`src/design/rtcdec_pkg.sv`:
```
// Types and constants of the BCD clock snapshot decoder.
`default_nettype none

package rtcdec_pkg;

    // Raw clock registers, seconds in the lowest byte.
    typedef struct packed {
        logic [7:0] year_byte;
        logic [7:0] month_byte;
        logic [7:0] day_byte;
        logic [7:0] hours_byte;
        logic [7:0] minutes_byte;
        logic [7:0] seconds_byte;
    } rtcdec_raw_t;

    // Decoded result, packed time in the lowest bits.
    typedef struct packed {
        logic [7:0]  fault_bits;
        logic        time_valid;
        logic [31:0] packed_time;
    } rtcdec_result_t;

    localparam int unsigned RawWidth    = $bits(rtcdec_raw_t);
    localparam int unsigned ResultWidth = $bits(rtcdec_result_t);
    localparam int unsigned OutWidth    = ((ResultWidth + 7) / 8) * 8;

    localparam logic [31:0] TIME_INVALID = 32'hffff_ffff;
    localparam logic [31:0] WINDOW_LOW   = {6'd0, 4'd1, 5'd1, 5'd0, 6'd0, 6'd0};
    localparam logic [31:0] WINDOW_HIGH  = {6'd63, 4'd12, 5'd31, 5'd23, 6'd59, 6'd59};

    localparam int unsigned FAULT_RANGE = 6;
    localparam int unsigned FAULT_LOWV  = 7;

    // Days in each month, February allowing the 29th.
    function automatic logic [4:0] month_days(input logic [3:0] mo);
        logic [4:0] d;
        begin
            case (mo)
                4'd1, 4'd3, 4'd5, 4'd7, 4'd8, 4'd10, 4'd12: d = 5'd31;
                4'd4, 4'd6, 4'd9, 4'd11:                    d = 5'd30;
                4'd2:                                       d = 5'd29;
                default:                                    d = 5'd0;
            endcase
            return d;
        end
    endfunction

    function automatic logic bcd_bad(input logic [7:0] v);
        return (v > 8'h99) || (v[3:0] > 4'd9);
    endfunction

    // high*10 + low, at most 165.
    function automatic logic [7:0] bcd_value(input logic [7:0] v);
        return {1'b0, v[7:4], 3'b000} + {3'b000, v[7:4], 1'b0} + {4'b0000, v[3:0]};
    endfunction

endpackage

`default_nettype wire

```
`src/design/rtcdec_core.sv`:
```
// Combinational decode and validation of one clock snapshot.
`default_nettype none

module rtcdec_core
    import rtcdec_pkg::*;
(
    input  wire logic           present,
    input  wire rtcdec_raw_t    raw,
    output rtcdec_result_t      result
);

    logic [7:0]  sec_m, min_m, hr_m, day_m, mon_m, yr_m;
    logic [7:0]  sec_b, min_b, hr_b, day_b, mon_b, yr_b;
    logic [7:0]  yr_mod;
    logic [31:0] t;
    logic [7:0]  fault;
    logic        date_bad;
    logic        window_bad;

    always_comb
    begin
        // Strip the bits that carry no time digits.
        sec_m = {1'b0, raw.seconds_byte[6:0]};
        min_m = {1'b0, raw.minutes_byte[6:0]};
        hr_m  = {2'b00, raw.hours_byte[5:0]};
        day_m = {2'b00, raw.day_byte[5:0]};
        mon_m = {3'b000, raw.month_byte[4:0]};
        yr_m  = raw.year_byte;

        sec_b = bcd_value(sec_m);
        min_b = bcd_value(min_m);
        hr_b  = bcd_value(hr_m);
        day_b = bcd_value(day_m);
        mon_b = bcd_value(mon_m);
        yr_b  = bcd_value(yr_m);

        // Year below 200, so one subtract reduces it mod 100.
        yr_mod = (yr_b >= 8'd100) ? (yr_b - 8'd100) : yr_b;

        t = {yr_mod[5:0], mon_b[3:0], day_b[4:0], hr_b[4:0], min_b[5:0], sec_b[5:0]};

        fault    = 8'd0;
        fault[0] = bcd_bad(sec_m);
        fault[1] = bcd_bad(min_m);
        fault[2] = bcd_bad(hr_m);
        fault[3] = bcd_bad(day_m);
        fault[4] = bcd_bad(mon_m);
        fault[5] = bcd_bad(yr_m);
        fault[FAULT_LOWV] = raw.seconds_byte[7];

        date_bad = (t[25:22] == 4'd0) || (t[25:22] > 4'd12)
                || (t[21:17] == 5'd0) || (t[21:17] > month_days(t[25:22]))
                || ((t[25:22] == 4'd2) && (t[21:17] == 5'd29) && (t[27:26] != 2'b00))
                || (t[16:12] > 5'd23) || (t[11:6] > 6'd59) || (t[5:0] > 6'd59);
        window_bad = (t <= WINDOW_LOW) || (t > WINDOW_HIGH) || (yr_mod > 8'd63);
        fault[FAULT_RANGE] = date_bad || window_bad;

        if (!present)
        begin
            result.packed_time = TIME_INVALID;
            result.time_valid  = 1'b0;
            result.fault_bits  = 8'd0;
        end
        else
        begin
            result.packed_time = (fault != 8'd0) ? TIME_INVALID : t;
            result.time_valid  = (fault == 8'd0);
            result.fault_bits  = fault;
        end
    end

endmodule

`default_nettype wire

```
`src/design/rtc_bcd_time_decode_validate.sv`:
```
// A transfer passes an input register, then a result register that drives m_tvalid.
// Throughput: one item per cycle unless m_tready stalls; the two registers part the two sides.
// The decode between them is a single pass of BCD conversion, compares and table lookup.
// Reset: rst_n, asynchronous, active low, empties both registers and clears device_present.
// Configuration: cfg_ready stays high; write cfg_data only while no item is in flight.
`default_nettype none

module rtc_bcd_time_decode_validate
    import rtcdec_pkg::*;
(
    input  wire logic                 clk,
    input  wire logic                 rst_n,
    // Configuration write channel.
    input  wire logic                 cfg_valid,
    output logic                      cfg_ready,
    input  wire logic [0:0]           cfg_data,     // bit 0: device_present
    // Input stream.
    input  wire logic                 s_tvalid,
    output logic                      s_tready,
    // From bit 0 up: seconds_byte, minutes_byte, hours_byte, day_byte,
    // month_byte, year_byte (8 bits each).
    input  wire logic [RawWidth-1:0]  s_tdata,
    // Output stream.
    output logic                      m_tvalid,
    input  wire logic                 m_tready,
    // From bit 0 up: packed_time (32), time_valid (1), fault_bits (8), zero pad.
    output logic [OutWidth-1:0]       m_tdata
);

    logic           present_reg;
    logic           in_valid_reg, in_valid_next;
    rtcdec_raw_t    in_data_reg;
    logic           out_valid_reg, out_valid_next;
    rtcdec_result_t out_data_reg;
    rtcdec_result_t core_result;
    logic           out_load;
    logic           in_load;

    // Advance the result register when empty or being drained.
    assign out_load  = !out_valid_reg || m_tready;
    // Take a new transfer whenever the input register is empty or moves on.
    assign s_tready  = !in_valid_reg || out_load;
    assign in_load   = s_tvalid && s_tready;
    assign cfg_ready = 1'b1;

    assign in_valid_next  = s_tready ? s_tvalid : in_valid_reg;
    assign out_valid_next = out_load ? in_valid_reg : out_valid_reg;

    rtcdec_core u_core
    (
        .present (present_reg),
        .raw     (in_data_reg),
        .result  (core_result)
    );

    always_ff @(posedge clk or negedge rst_n)
    begin
        if (!rst_n)
        begin
            present_reg   <= 1'b0;
            in_valid_reg  <= 1'b0;
            out_valid_reg <= 1'b0;
        end
        else
        begin
            if (cfg_valid && cfg_ready)
            begin
                present_reg <= cfg_data[0];
            end
            in_valid_reg  <= in_valid_next;
            out_valid_reg <= out_valid_next;
        end
    end

    // Payload registers: hold unless their stage advances.
    always_ff @(posedge clk)
    begin
        if (in_load)
        begin
            in_data_reg <= rtcdec_raw_t'(s_tdata);
        end
        if (out_load && in_valid_reg)
        begin
            out_data_reg <= core_result;
        end
    end

    assign m_tvalid = out_valid_reg;
    assign m_tdata  = {{(OutWidth - ResultWidth){1'b0}}, out_data_reg};

endmodule

`default_nettype wire

```
`config.mk`:
```
export PLATFORM = sky130hd
export DESIGN_NAME = rtc_bcd_time_decode_validate
export DESIGN_NICKNAME = d
export VERILOG_FILES = /design/src/design/rtcdec_pkg.sv /design/src/design/rtcdec_core.sv /design/src/design/rtc_bcd_time_decode_validate.sv
export SDC_FILE = /design/constraint.sdc
export NUM_CORES = 1
export LEC_CHECK = 0
export ABC_AREA = 1
export BUFFER_PORTS_ARGS = -buffer_cell sky130_fd_sc_hd__buf_2
export CORE_UTILIZATION = 50
export CTS_BUF_LIST = sky130_fd_sc_hd__clkbuf_16
export CTS_CLUSTER_DIAMETER = 30
export DETAILED_ROUTE_END_ITERATION = 12
export HOLD_SLACK_MARGIN = 0.15
export PLACE_DENSITY = 0.75
export SLEW_MARGIN = 5
export SYNTH_ARGS = -nofsm -noshare
export SYNTH_HDL_FRONTEND = slang
export SYNTH_SLANG_ARGS = --single-unit
```
`constraint.sdc`:
```
create_clock -name clk -period 4.25 [get_ports clk]
set_input_delay 0.85 -clock clk [delete_from_list [all_inputs] [get_ports clk]]
set_output_delay 0.85 -clock clk [all_outputs]
set_load 0.05 [all_outputs]
```
After elaboration in Yosys (flattened, before gate mapping)
Memory sizes are Yosys's and may differ from the RTL's.
Index checks and enable logic that the tools add are counted.
{ "totals": {"reg_bits": 84, "romBits": 80, "inputBits": 54, "out_inout_bits": 51, "wordCells": 81, "memories": 1} }
{ "classes": {"add_sub_neg": 13, "n_lt_le_gt_ge": 21, "eq_ne": 2, "muxes": 1, "bitwise_logic": 1, "reduce_logical": 30} }
{ "memory_table": {"columns": ["memory", "depth", "width", "rd", "rd_ports_with_merged_regs", "wr", "line", "rtl"], "rows": [
  ["(name not given)", 16, 5, 1, 0, 0, "rtcdec_pkg.sv:38", "case (mo)"]
]} }
{ "ops": {"columns": ["operator", "n"], "rows": [
  ["32-bit > comparator, second input constant", 1],
  ["32-bit by 23-bit less-or-equal comparator with 1-bit output, second input constant", 1],
  ["4-bit > comparator, second input constant", 7],
  ["6-bit by 4-bit adder with 6-bit output", 4],
  ["1-bit logical OR", 18],
  ["6-bit by 8-bit > comparator with 1-bit output, second input constant", 2],
  ["7-bit by 8-bit > comparator with 1-bit output, second input constant", 2],
  ["6-bit > comparator, second input constant", 2],
  ["5-bit by 3-bit adder with 5-bit output", 2],
  ["5-bit by 4-bit adder with 5-bit output", 2],
  ["7-bit by 5-bit adder with 8-bit output", 1],
  ["8-bit by 4-bit adder with 8-bit output", 1],
  ["8-bit by 7-bit greater-or-equal comparator with 1-bit output, second input constant", 1],
  ["5-bit by 8-bit > comparator with 1-bit output, second input constant", 1],
  ["8-bit by 6-bit > comparator with 1-bit output, second input constant", 1],
  ["8-bit > comparator, second input constant", 1],
  ["8-bit zero test", 1],
  ["8-bit two-way mux", 1],
  ["8-bit nonzero test", 1],
  ["8-bit by 7-bit subtractor with 8-bit output, second input constant", 1],
  ["5-bit == test, second input constant", 1],
  ["5-bit > comparator", 1],
  ["5-bit > comparator, second input constant", 1],
  ["5-bit zero test", 1],
  ["9 further kinds", 13]
]} }

Depth between registers and ports, before layout
Gate-level depths: netlist (run 1).
{ "depth": {"depth_word": 13, "ltp_mapped": 21, "depth_no_buf": 21} }

By module
From an unflattened synthesis (run 1), not the netlist that was laid out.
{ "unflattened": {"cells_unflattened": 418, "hier_area_um2": 4908.5} }
{ "modules_own_cells": {"columns": ["module", "n_inst", "cells_per_inst", "area_each_um2"], "rows": [
  ["rtc_bcd_time_decode_validate", 1, 115, 2872.8],
  ["rtcdec_core", 1, 303, 2035.7]
]} }

Worst setup path before layout (run 1)
Ideal clock, no wire load.
{ "synth_path": {"kind": "input to register", "from": "input m_tready", "to": "register out_data_reg (netlist bit m_tdata[0]) (enable)", "setup_time_ns": 0.453, "arrival_time_ns": 2.907, "required_time_ns": 3.797, "slack_ns": 0.890, "cell_stages": 2, "path_buffers": 0, "cell_sequence": "inv_1 a21oi_1"} }
{ "synth_between": {"elab_chain_cells": 2} }
{ "synth_lines": {"columns": ["item", "line", "rtl"], "rows": [
  ["from (decl)", "rtc_bcd_time_decode_validate.sv:25", "input wire logic m_tready,"],
  ["1-bit logical OR", "rtc_bcd_time_decode_validate.sv:40", "assign out_load = !out_valid_reg || m_tready;"],
  ["1-bit logical AND", "rtc_bcd_time_decode_validate.sv:82", "if (out_load && in_valid_reg)"],
  ["to (signal assigned)", "rtc_bcd_time_decode_validate.sv:84", "out_data_reg <= core_result;"],
  ["to (decl)", "rtc_bcd_time_decode_validate.sv:34", "rtcdec_result_t out_data_reg;"]
]} }
Every way passes these cells.
A chain may end at the register's enable or synchronous reset.

Worst setup path in the final report (run 1)
{ "layout_path": {"from": "register in_data_reg[36] (netlist bit)", "to": "register out_data_reg (netlist bit m_tdata[1]), data pin"} }
{ "layout_between": {"elab_chain_cells": 13} }
{ "layout_lines": {"columns": ["item", "line", "rtl"], "rows": [
  ["from (decl)", "rtc_bcd_time_decode_validate.sv:32", "rtcdec_raw_t in_data_reg;"],
  ["from (signal assigned)", "rtc_bcd_time_decode_validate.sv:80", "in_data_reg <= rtcdec_raw_t'(s_tdata);"],
  ["4-bit by 2-bit adder with 4-bit output (*)", "rtcdec_pkg.sv:54", "return {1'b0, v[7:4], 3'b000} + {3'b000, v[7:4], 1'b0} + {4'b0000, v[3:0]};"],
  ["4-bit adder (*)", "rtcdec_pkg.sv:54", null],
  ["via u_core.mon_b[2]", "rtcdec_core.sv:13", "logic [7:0] sec_b, min_b, hr_b, day_b, mon_b, yr_b;"],
  ["branches (longest 8 deep; another with memory read 16 x 5 bit)", null, null],
  ["1-bit logical OR (*)", "rtcdec_core.sv:56", "fault[FAULT_RANGE] = date_bad || window_bad;"],
  ["8-bit nonzero test (*)", "rtcdec_core.sv:66", "result.packed_time = (fault != 8'd0) ? TIME_INVALID : t;"],
  ["2-bit OR reduction (no source line) (*)", null, null]
]} }
Mark *: on every way through the listed nets, which the timed path passes.

==> results of run 1 <==
-- cell families after synthesis --
group / count (synthesis) / synth area share
flops: 84 / 0.5441
xor+xnor: 6 / 0.01303
compound gates: 21 / 0.02362
buf+inv: 83 / 0.08390
fa+ha+maj: 40 / 0.1216
simple gates: 193 / 0.2121
other cells: 2 / 0.001630
-- power breakdown --
| group | leakage [nW] | internal (mW) | switching [mW] |
|---|---|---|---|
| clock | 0.147 | 0.459 | 0.317 |
| sequential | 0.719 | 0.969 | 0.0282 |
| combinational | 1.51 | 0.175 | 0.406 |
| total | 2.38 | 1.60 | 0.751 |
-- metrics by stage --
stage	total power [mW]	hold WS, ns
after floorplan	1.486	0.4471
after global placement	1.568	0.4892
after detailed placement	1.589	0.5109
after CTS	2.367	0.2928
after global routing	2.482	0.2943
final	2.354	0.2984
-- worst paths after layout --
kind / startpoint / endpoint / slack (ns) / cells past startpoint
worst max-delay path: in_data_reg[36] / m_tdata[1] / 0.69 / 19
worst min-delay path: rst_n / in_valid_reg / 0.30 / 1
worst max register to register: in_data_reg[36] / m_tdata[1] / 0.69 / 19
worst min register to register: in_valid_reg / m_tvalid / 0.52 / 2
max in group asynchronous: rst_n / m_tvalid / 3.84 / 1
min in group clk: in_valid_reg / m_tvalid / 0.52 / 2
-- layout make-up --
| class | instances | area (sq um) |
|---|---|---|
| Tap cell | 108 | 135.1 |
| Clock inverter | 7 | 73.82 |
| Timing Repair Buffer | 91 | 462.9 |
| Fill cell | 707 | 3401 |
| Inverter | 66 | 247.7 |
| Sequential cell | 84 | 2507 |
| Multi-Input combinational cell | 268 | 1753 |
| Clock buffer | 9 | 225.2 |
-- per-layer routing --
layer  GRT usage  part of all wire  vias up
li1            -                 -     1639
met1      0.2580              0.45     1550
met2      0.3099              0.48      112
met3     0.04868             0.053       18
met4     0.07459             0.020        0
met5           0                 0        -
-- cell usage in the layout (no fill, tap or decap), drive strengths merged, types with 3 or more instances in the layout --
cell,count
buf,91
nand2,88
edfxtp,81
inv,69
nand4,37
ha,32
nor2,31
nand3,29
a21oi,10
o21ai,10
clkbuf,9
fa,8
conb,8
nor3,6
xor2,4
dfrtp,3
==> metrics.md, run 1 <==
| Metric | Value |
|---|---|
| Clk_lat worst skew | `0.33 ns` |
| Pins Over Slew Limit | `0` |
| Fmax achieved | `280.7 MHz` |
| Post-synth EDFFs | `81` |
| Post-Syn Area per Cell | `10.74 sq um` |
| Pin count of the biggest net entering global routing | `42` |
| Status | `finished with violations` |
| CP arrival | `3.60 ns` |
| Area Overhead vs Synth | `17.30%` |
| Final HPWL DP | `6632 um` |
| Nature of the critical path startpoint | `flop` |
| Die Span Y | `98 um` |
| CTS hold repair buffers | `0` |
| Most Frequent Cell on Critical Path | `nand2_1` |
| Top post-synthesis cells by count | `edfxtp_1, nand2_1, inv_1` |
| Cell variety after synth | `31` |
| Num rows | `34` |
| Core Util, Final | `0.6138` |
| Maximum root-to-sink buffer count | `2` |
| DR vias | `3,319` |
| Vias per std cell | `5.243` |
| Resized Gates After CTS | `0` |
| Crit path max-delay cell type | `nor2_4` |
| Kind of critical path | `flop to flop` |
| TritonCTS Buffers | `9` |
| Number of diodes | `0` |
| Highest cell delay on the worst timing path | `0.55 ns` |
| Initial antenna violation count | `0` |
| Yosys top cell by area | `edfxtp_1` |
| Critical-path cell list | `ha_1 > ha_1 > inv_1 > nor2_1 > nand3_1 > nand2_1 > ha_1 > nand2_1 > inv_1 > nand2_1 > nand2_1 > o21ai_0 > nand2_1 > inv_1 > nand2_1 > nor2_1 > nand2_1 > nor2_4 > nand4_1` |
| Root Buffer | `clkbuf_16` |
| Worst slack at placement | `0.7198 ns` |
| Die X | `98 um` |
| Critical Path RT | `4.29 ns` |
| Share of post-route cells with drive strength above 1 | `0.2495` |
| Synth top area cells | `edfxtp_1, ha_1, nand2_1` |
| First-pass GRT wire length | `14,570 um` |
| Cell area after placement | `5106 sq um` |
| DR DRC count | `10` |
| Detail Route Antenna Nets | `0` |
| RSZ-0062 raised after global routing | `no` |
| Cell family with most CP delay | `simple AND/OR/NAND/NOR gates` |
| DR iter-0 viols | `217` |
| TritonCTS clock tree | `yes` |
| Worst setup margin | `0.6881 ns` |
| Core Region | `8806 sq um` |
| CTS clock-pin slew for the worst setup and hold paths | `0.06 ns` |
| Yosys warns | `0` |
| Total global routing overflow | `0` |
| Initial core utilization | `0.5233` |
| First-pass DRT Iterations | `10` |
| Post-CTS setup buffers | `0` |
| Final setup violation count | `0` |
| Final hold vios | `0` |
| # nets final | `614` |
| Slew HR | `0.5290` |
| Cells after Synth | `429` |
| Vias in the first global route | `3,134` |
| Setup TNS | `0 ns` |
| Mapped cell area | `4608 sq um` |
| Pwr per Cell Area | `435.4 nW/um^2` |
| Finished Layout Cells | `633` |
| Final Skew | `0.007631 ns` |
| Post-synth top flop | `edfxtp_1` |
| Peak VDD IR | `0.3040 mV` |
| Max cap viols | `0` |
| Clock period minus worst slack | `3.562 ns` |
| Sequential area share after synthesis | `0.5441` |
| Worst setup EP type | `flop` |
| CP max FO | `34` |
| Failing checks | `design-rule violations` |
| Worst Tran Pin Value | `0.7048 ns` |
| Async SR Flop Fraction | `0.03571` |
| Boundary Pins | `105` |
| Top-area cell type share of the netlist area | `0.5278` |
| Final period utilization | `0.8381` |
| GRT Total Usage | `0.1947` |
| Wirelength per Cell | `13.62 um` |
| #FFs+latches synth | `84` |
| Most frequent cell after synthesis | `edfxtp_1` |
| Lkg Pwr | `2.378 nW` |
| H-tree depth | `3` |
| Placed Cells | `617` |
| Largest register FFs | `41` |
| Area of the die | `9604 sq um` |
| Buf+Inv Stages, Crit Path | `3` |
| Post-route cell area | `5405 sq um` |
| CTS sink cnt | `84` |
| Final Wtd Congestion | `0.8381` |
| Input/output buffers | `88` |
| Final WL | `8624 um` |
| Worst hold-check path type | `primary input to asynchronous set/reset pin` |
(Power assumes the default switching activity.)
==> run 2, diff against run 1 <==
clock period = 3.4 ns   (was 4.25 ns; I/O delays follow)
==> run 2 against run 1 <==
Compared with the run above:
- first-iteration DRC count is 16% lower
- count of clock-buffer cells in the layout unchanged
- clock skew rose by 0.0028 ns
- worst setup slack worse by 0.49 ns
- global-route usage shrank 0.24 points
- non-clock buffer count rose by 2
- die area unchanged
- final cell count rose by 0.47%
- largest power group unchanged
- critical path type unchanged
- clock power is 33% higher
- highest routed layer unchanged
- the flow still finishes with violations (design-rule violations)
==> metrics.md, run 2 (synthesized netlist as in run 1, its figures left out) <==
| Metric | Value |
|---|---|
| Status | `finished with violations` |
| Failing checks | `design-rule violations` |
| Area Overhead vs Synth | `19.03%` |
| First-pass DRT Iterations | `9 (-1)` |
| Most common cell after layout, fill and taps aside | `buf_2` |
| TritonCTS clock tree | `yes` |
| Cell family with most CP delay | `adder cells` |
| CTS sink cnt | `84 (unchanged)` |
| Final WL | `8880 um (+3.0%)` |
| CP max FO | `17 (-50%)` |
| Maximum root-to-sink buffer count | `2 (unchanged)` |
| Boundary Pins | `105 (unchanged)` |
| Worst hold-check path type | `primary input to flop` |
| Pwr per Cell Area | `553.1 nW/um^2 (+27%)` |
| Crit path max-delay cell type | `fa_1` |
| Final setup violation count | `0 (unchanged)` |
| First-pass GRT wire length | `14,270 um (-2.0%)` |
| Initial core utilization | `0.5233 (unchanged)` |
| R2r setup slk | `0.20 ns (-0.49 ns)` |
| Final hold vios | `0 (unchanged)` |
| Total global routing overflow | `0 (unchanged)` |
| Share of post-route cells with drive strength above 1 | `0.2519 (+0.002370)` |
| Vias in the first global route | `3,068 (-2.1%)` |
| Lkg Pwr | `2.400 nW (+0.95%)` |
| Worst slack at placement | `0.1517 ns (-0.5680 ns)` |
| H-tree depth | `3 (unchanged)` |
| GRT Total Usage | `0.1922 (-0.002434)` |
| Highest cell delay on the worst timing path | `0.56 ns (about the same)` |
| # fillers | `694 (-1.8%)` |
| Nature of the critical path startpoint | `flop` |
| Clock period minus worst slack | `3.202 ns (-0.3604 ns)` |
| Core Region | `8806 sq um (unchanged)` |
| Post-route cell area | `5485 sq um (+1.5%)` |
| Vias per std cell | `5.135 (-2.1%)` |
| Largest register FFs | `41 (unchanged)` |
| DR DRC count | `9 (-1)` |
| Cell area after placement | `5126 sq um (+0.39%)` |
| Most Frequent Cell on Critical Path | `inv_1` |
| Critical-path cell list | `inv_1 > fa_1 > inv_1 > fa_1 > inv_1 > ha_1 > nand3_1 > nand3_2 > nand3_4 > nand2_4 > nand3b_1 > nand2_1 > nor2_4 > nand2_8 > nand2_1 > nor2_1` |
| Detail Route Antenna Nets | `0 (unchanged)` |
| Clk_lat worst skew | `0.34 ns (about the same)` |
| Root Buffer | `clkbuf_16` |
| Initial antenna violation count | `0 (unchanged)` |
| Number of diodes | `0 (unchanged)` |
| Hold_ws | `0.5083 ns (+0.2099 ns)` |
| Final Skew | `0.01042 ns (+0.002785 ns)` |
| Kind of critical path | `flop to flop` |
| Area of the die | `9604 sq um (unchanged)` |
| Buf+Inv Stages, Crit Path | `3 (unchanged)` |
| TritonCTS Buffers | `9 (unchanged)` |
| Pins Over Slew Limit | `0 (unchanged)` |
| Slew HR | `0.6660 (+0.1370)` |
| Fmax achieved | `312.4 MHz (+11%)` |
| Die Span Y | `98 um (unchanged)` |
| DR vias | `3,266 (-1.6%)` |
| Cells on worst reg2reg path | `16 (-3)` |
| Final Wtd Congestion | `0.8239 (-1.7%)` |
| Num rows | `34 (unchanged)` |
| Worst Tran Pin Value | `0.5011 ns (-0.2038 ns)` |
| Pin count of the biggest net entering global routing | `41 (-2.4%)` |
| Die X | `98 um (unchanged)` |
| Peak VDD IR | `0.2712 mV (-11%)` |
| Worst setup margin | `0.1985 ns (-0.4896 ns)` |
| WP depth | `16 (-3)` |
| Worst Hold Depth | `1` |
| Max cap viols | `0 (unchanged)` |
| CTS clock-pin slew for the worst setup and hold paths | `0.06 ns (about the same)` |
| Critical Path RT | `3.49 ns (-0.80 ns)` |
| Final period utilization | `0.9416 (+0.1035)` |
| Wirelength per Cell | `13.96 um (+2.5%)` |
| Most frequent cells in the layout | `buf_2, edfxtp_1, nand2_1` |
| Input/output buffers | `88 (unchanged)` |
| Worst setup EP type | `flop` |
| Final HPWL DP | `6667 um (+0.53%)` |
| CP arrival | `3.30 ns (-0.30 ns)` |
| DR iter-0 viols | `183 (-16%)` |
| # nets final | `617 (+0.49%)` |
==> run 2: cell type report <==
cell class / count / area (sq um) / area share
clock inverters: 7 / 92.59 / 0.01688
well taps: 108 / 135.1 / 0.02464
flip-flops and latches: 84 / 2507 / 0.4571
clock buffers: 9 / 225.2 / 0.04106
inverters: 66 / 247.7 / 0.04516
multi-input cells: 269 / 1784 / 0.3253
repair buffers: 93 / 493.0 / 0.08987
==> run 2: worst paths after layout <==
kind | endpoint | start
hold / removal | in_data_reg[45] | s_tdata[45]
hold reg to reg | m_tvalid | in_valid_reg
max in group asynchronous | present_reg | rst_n
setup reg to reg | m_tdata[32] | in_data_reg[44]
setup / recovery | m_tdata[32] | in_data_reg[44]
min in group asynchronous | in_valid_reg | rst_n
==> run 2: metal layers <==
| metal | track usage | wire [um] | vias to the layer above |
|---|---|---|---|
| met1 | 0.2527 | 3963 | 1498 |
| met3 | 0.03865 | 465 | 15 |
| li1 | - | - | 1642 |
| met4 | 0.08275 | 155 | 0 |
| met2 | 0.3109 | 4296 | 111 |
| met5 | 0 | 0 | - |
==> run 2: through the flow <==
step                        util  total power [mW]  setup TNS, ns  cells
after CTS                 0.6194             3.037              0    635
after global placement    0.5821             1.984              0    618
after floorplan                -             1.858              0    435
final                     0.6229             3.034              0    636
after detailed placement  0.5821             2.013              0    618
after global routing      0.6229             3.177       -0.01644    636
==> run 2: repair_timing <==
item	in CTS	in global routing
setup buffers	0	0
endpoints found under the setup margin	0	34
endpoints found under the hold margin	3	0
resized for setup	0	4
hold buffers	1	0
==> run 2: power by group <==
group	internal, mW	total [mW]	switching [mW]
clock network	0.640	1.03	0.386
registers	1.21	1.25	0.0342
logic	0.240	0.763	0.524
